==> src/hdl/sls_pkg.sv <==
`timescale 1ns / 1ps
// Shared types and constants for the sorted list set engine.
// No dependencies.
package sls_pkg;

  localparam int DEF_CAPACITY   = 2048;
  localparam int DEF_VALUE_BITS = 16;

  localparam int FUNC_W  = 2;
  localparam int VALUE_W = 16;
  localparam int COUNT_W = 12;

  // operation codes; the unused code behaves as a member query
  localparam logic [FUNC_W-1:0] OP_MEMBER = 2'd0;
  localparam logic [FUNC_W-1:0] OP_INSERT = 2'd1;
  localparam logic [FUNC_W-1:0] OP_DELETE = 2'd2;

  typedef enum logic [1:0] {
    STAT_DONE    = 2'd0,
    STAT_FULL    = 2'd1,
    STAT_MISSING = 2'd2
  } status_t;

  typedef enum logic [1:0] {
    S_IDLE,
    S_CMP,
    S_REDUCE,
    S_APPLY
  } state_t;

  // per-cycle command broadcast to every cell
  typedef struct packed {
    logic capture;
    logic ins;
    logic del;
  } cell_cmd_t;

endpackage

==> src/hdl/sls_cell.sv <==
`timescale 1ns / 1ps
// One storage cell of the sorted chain: holds one element, compares it with
// the key and shifts toward its neighbors. Depends on sls_pkg.
module sls_cell import sls_pkg::*; #(
  parameter int VALUE_BITS = DEF_VALUE_BITS
) (
  input  logic                  clk,
  input  cell_cmd_t             cmd,
  input  logic [VALUE_BITS-1:0] key,
  input  logic                  in_use,
  input  logic [VALUE_BITS-1:0] left_data,
  input  logic                  left_lt,
  input  logic [VALUE_BITS-1:0] right_data,
  output logic [VALUE_BITS-1:0] data,
  output logic                  lt,
  output logic                  eq
);

  always_ff @(posedge clk) begin
    if (cmd.capture) begin
      lt <= in_use && (data < key);
      eq <= in_use && (data == key);
    end else if (cmd.ins) begin
      // cells past the insert point take the left neighbor, the insert point takes the key
      if (!left_lt) begin
        data <= left_data;
      end else if (!lt) begin
        data <= key;
      end
    end else if (cmd.del) begin
      if (!lt) begin
        data <= right_data;
      end
    end
  end

endmodule

==> config.mk <==
export PLATFORM = sky130hd
export DESIGN_NAME = sls_cell
export DESIGN_NICKNAME = d
export VERILOG_FILES = /design/src/hdl/sls_pkg.sv /design/src/hdl/sls_cell.sv
export SDC_FILE = /design/constraint.sdc
export NUM_CORES = 1
export LEC_CHECK = 0
export BUFFER_PORTS_ARGS = -buffer_cell sky130_fd_sc_hd__buf_2
export CAP_MARGIN = 0
export CORE_ASPECT_RATIO = 0.6
export CORE_MARGIN = 2
export CORE_UTILIZATION = 48
export CTS_CLUSTER_SIZE = 10
export DETAILED_ROUTE_END_ITERATION = 7
export HOLD_SLACK_MARGIN = 0.05
export PLACE_DENSITY_LB_ADDON = 0.25
export SYNTH_ARGS = -nofsm -noshare
export SYNTH_HDL_FRONTEND = slang
export SYNTH_SLANG_ARGS = --single-unit
==> constraint.sdc <==
create_clock -name clk -period 3.4 [get_ports clk]
set_clock_uncertainty 0.05 [all_clocks]
set_input_delay 0.34 -clock clk [delete_from_list [all_inputs] [get_ports clk]]
set_output_delay 0.34 -clock clk [all_outputs]
set_load 0.02 [all_outputs]
[Word-level counts from Yosys, hierarchy flattened]
Cells that the tools add are included.
Cells by class
  order comparisons: 1
  reduce and logical (&&, ||, !) cells: 4
  $mul: 0
  bitwise logic cells: 1
  equal/unequal tests: 3
  shift-type cells: 0
  divide/modulo/power cells: 0
  add/sub/neg operators: 0
  multiplexer cells: 5
Operators by type and width (count)
  two-way mux 16 bit: 5
  == test 16 bit: 1
  less-than comparator 16 bit: 1
  != test 2 bit (second input constant): 2
  AND reduction 4 bit: 1
  logical AND 1 bit: 2
  nonzero test 2 bit: 1
  inverter 1 bit: 1
Storage, ports and cells
  bits in writable memories: 0
  word-level logic and storage cells: 17
  bits in latches: 0
  memories kept: 0
  output and inout bits: 18
  input port bits: 54
  memory bits (read-only): 0
  register bits after elaboration: 18

[Logic depth before layout (Yosys ltp)]
  word-level depth: 3
  gate-level depth with buffers: 6
  mapped depth without buffers: 6

[Least setup slack after synthesis]
OpenSTA, ideal clock, no wires.
  kind: input to register
  from: input left_lt
  to: register data[0] (enable)
  data required time: 2.961 ns
  setup slack: 1.452 ns
  arrival time: 1.510 ns
  path buffers: 2
  cell stages on the path: 5
  cells stage by stage: buf_4 > buf_4 > nand2_1 > a21oi_1 > nor2_1
Between the ends
  cells in the longest elaborated chain, start to end: 2
Ends and longest elaborated chain
  start, declared: RTL line sls_cell.sv:12  | input logic left_lt,
  != test 2 bit (no line)
  AND reduction 4 bit (no line)
  end signal, assigned: RTL line sls_cell.sv:26  | data <= left_data;
  end signal, assigned: RTL line sls_cell.sv:28  | data <= key;
  end signal, assigned: RTL line sls_cell.sv:32  | data <= right_data;
  end, declared: RTL line sls_cell.sv:14  | output logic [VALUE_BITS-1:0] data,
No other way between the ends.
A chain may end at the register's enable or synchronous reset.

[Worst setup path in the final report]
  from: register data[14]
  to: register lt (data pin)
Between the ends
  cells in the longest elaborated chain, start to end: 2
Ends and longest elaborated chain
  less-than comparator 16 bit: RTL line sls_cell.sv:21  | lt <= in_use && (data < key);
  logical AND 1 bit: RTL line sls_cell.sv:21
  end signal, assigned: RTL line sls_cell.sv:21
  end, declared: RTL line sls_cell.sv:15  | output logic lt,
No other way between the ends.

==> metrics.yaml <==
status: "complete, no violations"
synthesis.area_mm2: 0.001300
max-cap-violations: 0
cts_root_buf: "clkbuf_8"
cts.hold.buffers_added: 0
synth_top_area_share_pct: 41.58
period_minus_slack_ps: 1700
vias: 1169
synth.avg_cell_area_um2: 9.630
post-route-period-util_pct: 50.00
dr.pass1.iters: 4
critPathLaunch: "data[14]$_DFFE_PP_"
worst-path-buf-inv: 0
ys_async_sr_fraction_pct: 0
ios: 72
wire_per_inst_um: 12.86
drt-total-wl_um: 3034
detailedPlace.worstSlack_ps: 1635
synth_area_leaders: "edfxtp_1 (42%), ha_1 (15%), mux2i_1 (12%), a21oi_1 (8.5%), nor2_1 (5.5%)"
timing.critical_path.depth: 4
grt_pass1_wl_um: 4871
drive_above_1_share_pct: 37.75
crit_type: "flip-flop to flip-flop"
clk_latency_ps: 250
crit_arrival_ps: 1640
crit_slowest_cell: "edfxtp_1"
ys_types: 22
synth_edf_count: 18
setup_viol: 0
post_cts_buffers: 0
fin_ws_ps: 1700
leakage_uw: 0.0008946
crit_path_max_fanout: 3
tns_ps: 0
num_antenna_cells: 0
fmax_ghz: 0.5883
dp_hpwl_um: 2462
finalNetCount: 276
grt_pass1_vias: 1132
antenna_left: 0
worstPathRequired_ps: 3340
reg2reg_slack_ps: 1700
htreeDepth: 1
yosys_warnings: 0
synthCells: 135
ys_top_cells_by_count: "a21oi_1 (22), nor2_1 (19), edfxtp_1 (18), inv_1 (17)"
r2r_end: "lt$_DFFE_PP_"
end_kind: "flip-flop"
tritoncts: "done"
cpPeakStageDelay_ps: 410
grtUsageTotal_pct: 20.05
numCtsBuffers: 3
start_util_pct: 51.18
area_delta_synth_final_pct: 31.76
die_w_um: 71.19
avgViaCountPerCell: 4.953
reg2reg_from: "data[14]$_DFFE_PP_"
clock_path_buffers: 2
synth.net_count: 205
ir_drop_uv: 208.3
min_path_type: "input pin to flip-flop"
drc: 0
startpoint_type: "flip-flop"
io_buffers: 71
rsz0062_at_grt: "no"
core_area_mm2: 0.002540
grt.overflow.total: 0
finalMaxSlewViolations: 0
maxSlewHeadroom_pct: 63.28
pwr_density_cell_mw_per_mm2: 334.6
reg2regPathDepth: 4
antenna_found_initial: 0
dieArea_mm2: 0.003154
ys.flop_type: "edfxtp_1"
path_delay_family: "simple AND/OR/NAND/NOR gates"
die_h_um: 44.31
yosysSeqAreaShare_pct: 41.58
utilization_pct: 67.44
clk_pin_slew_ps: 70
hold_viol: 0
core.rowCount: 14
cts_sinks: 18
crit_path_end: "lt$_DFFE_PP_"
synth_largest_area_cell: "edfxtp_1"
worstPathCellList: "ha_1 > nand4_1 > nor4_1 > a211oi_1"
finalWeightedCongestion: 0.7886
yosys.cell_count.top_type: "a21oi_1"
initialDrtViolationCount: 41
cts_resized: 0
grt_max_degree: 34
ys_seq_elements: 18
worst_pin_slew_ps: 550.9
per-stage QoR:
stage          hold slack (ps)  power (uW)  cells  area (um^2)
3_5_place_dp             549.4       432.2    233         1672
2_1_floorplan            402.5       369.3    135         1300
6_report                 294.3       573.1    236         1713
4_1_cts                  287.2       578.7    236         1713
5_1_grt                  288.6       606.6    236         1713
3_3_place_gp             538.1       426.7    233         1672
per-layer routing:
metal  track usage (%)  up-vias  wire [um]
met5                 0        -          0
met4             3.396        0          8
met3             5.695        2        226
met2             33.70       38       1358
met1             26.70      512       1440
li1                  -      617          -
where the power goes:
| group | internal (uW) | total [uW] | switching, uW |
|---|---|---|---|
| logic | 69.1 | 155 | 86.4 |
| clock network | 78.6 | 146 | 67.2 |
| registers | 264 | 272 | 7.74 |
cells by family (layout without fill, tap and decap cells):
logic type               count (synthesis)  in the layout  share of synthesized area [%]
multiplexers                            16             16                          12.32
adder cells (fa/ha/maj)                 16             16                          15.40
buffers and inverters                   23             92                          7.314
flip-flops                              18             18                          41.58
AO/OA/AOI/OAI                           29             29                          12.51
AND/OR/NAND/NOR                         33             33                          10.88
worst register-to-register path, cell delays in order (launching register included):
cell	delay, ps
edfxtp_1	410
ha_1	330
nand4_1	150
nor4_1	390
a211oi_1	120
layout make-up:
| type | count | area (um^2) |
|---|---|---|
| inverters | 17 | 63.81 |
| well taps | 32 | 40.04 |
| repair buffers | 72 | 362.8 |
| multi-input cells | 94 | 664.4 |
| flip-flops and latches | 18 | 540.5 |
| clock buffers | 3 | 41.29 |
| fillers | 220 | 827.0 |
worst min-delay path by stage:
stage | start | endpoint | slack [ps] | cells past startpoint
after floorplan | cmd[2] | eq$_DFFE_PP_ | 400 | 0
after global placement | cmd[2] | eq$_DFFE_PP_ | 540 | 1
after detailed placement | cmd[2] | lt$_DFFE_PP_ | 550 | 1
after CTS | cmd[2] | eq$_DFFE_PP_ | 290 | 1
final | cmd[2] | eq$_DFFE_PP_ | 290 | 1
after global routing | cmd[2] | lt$_DFFE_PP_ | 290 | 1
layout by cell type (no fill, tap or decap), types with 2 or more instances in the layout:
cell type  Yosys  layout
mux2i_1       16      16
nand2_1        6       6
a21oi_1       22      22
nand3_1        2       2
clkbuf_8       0       3
buf_2          1      71
edfxtp_1      18      18
a21oi_2        2       2
nor2_1        19      19
nand4_1        2       2
inv_1         17      17
ha_1          16      16
flip-flops by register name (all words and copies together), names as in the netlist:
signal  cells
lt          1
data       16
eq          1
(Power assumes the default switching activity.)
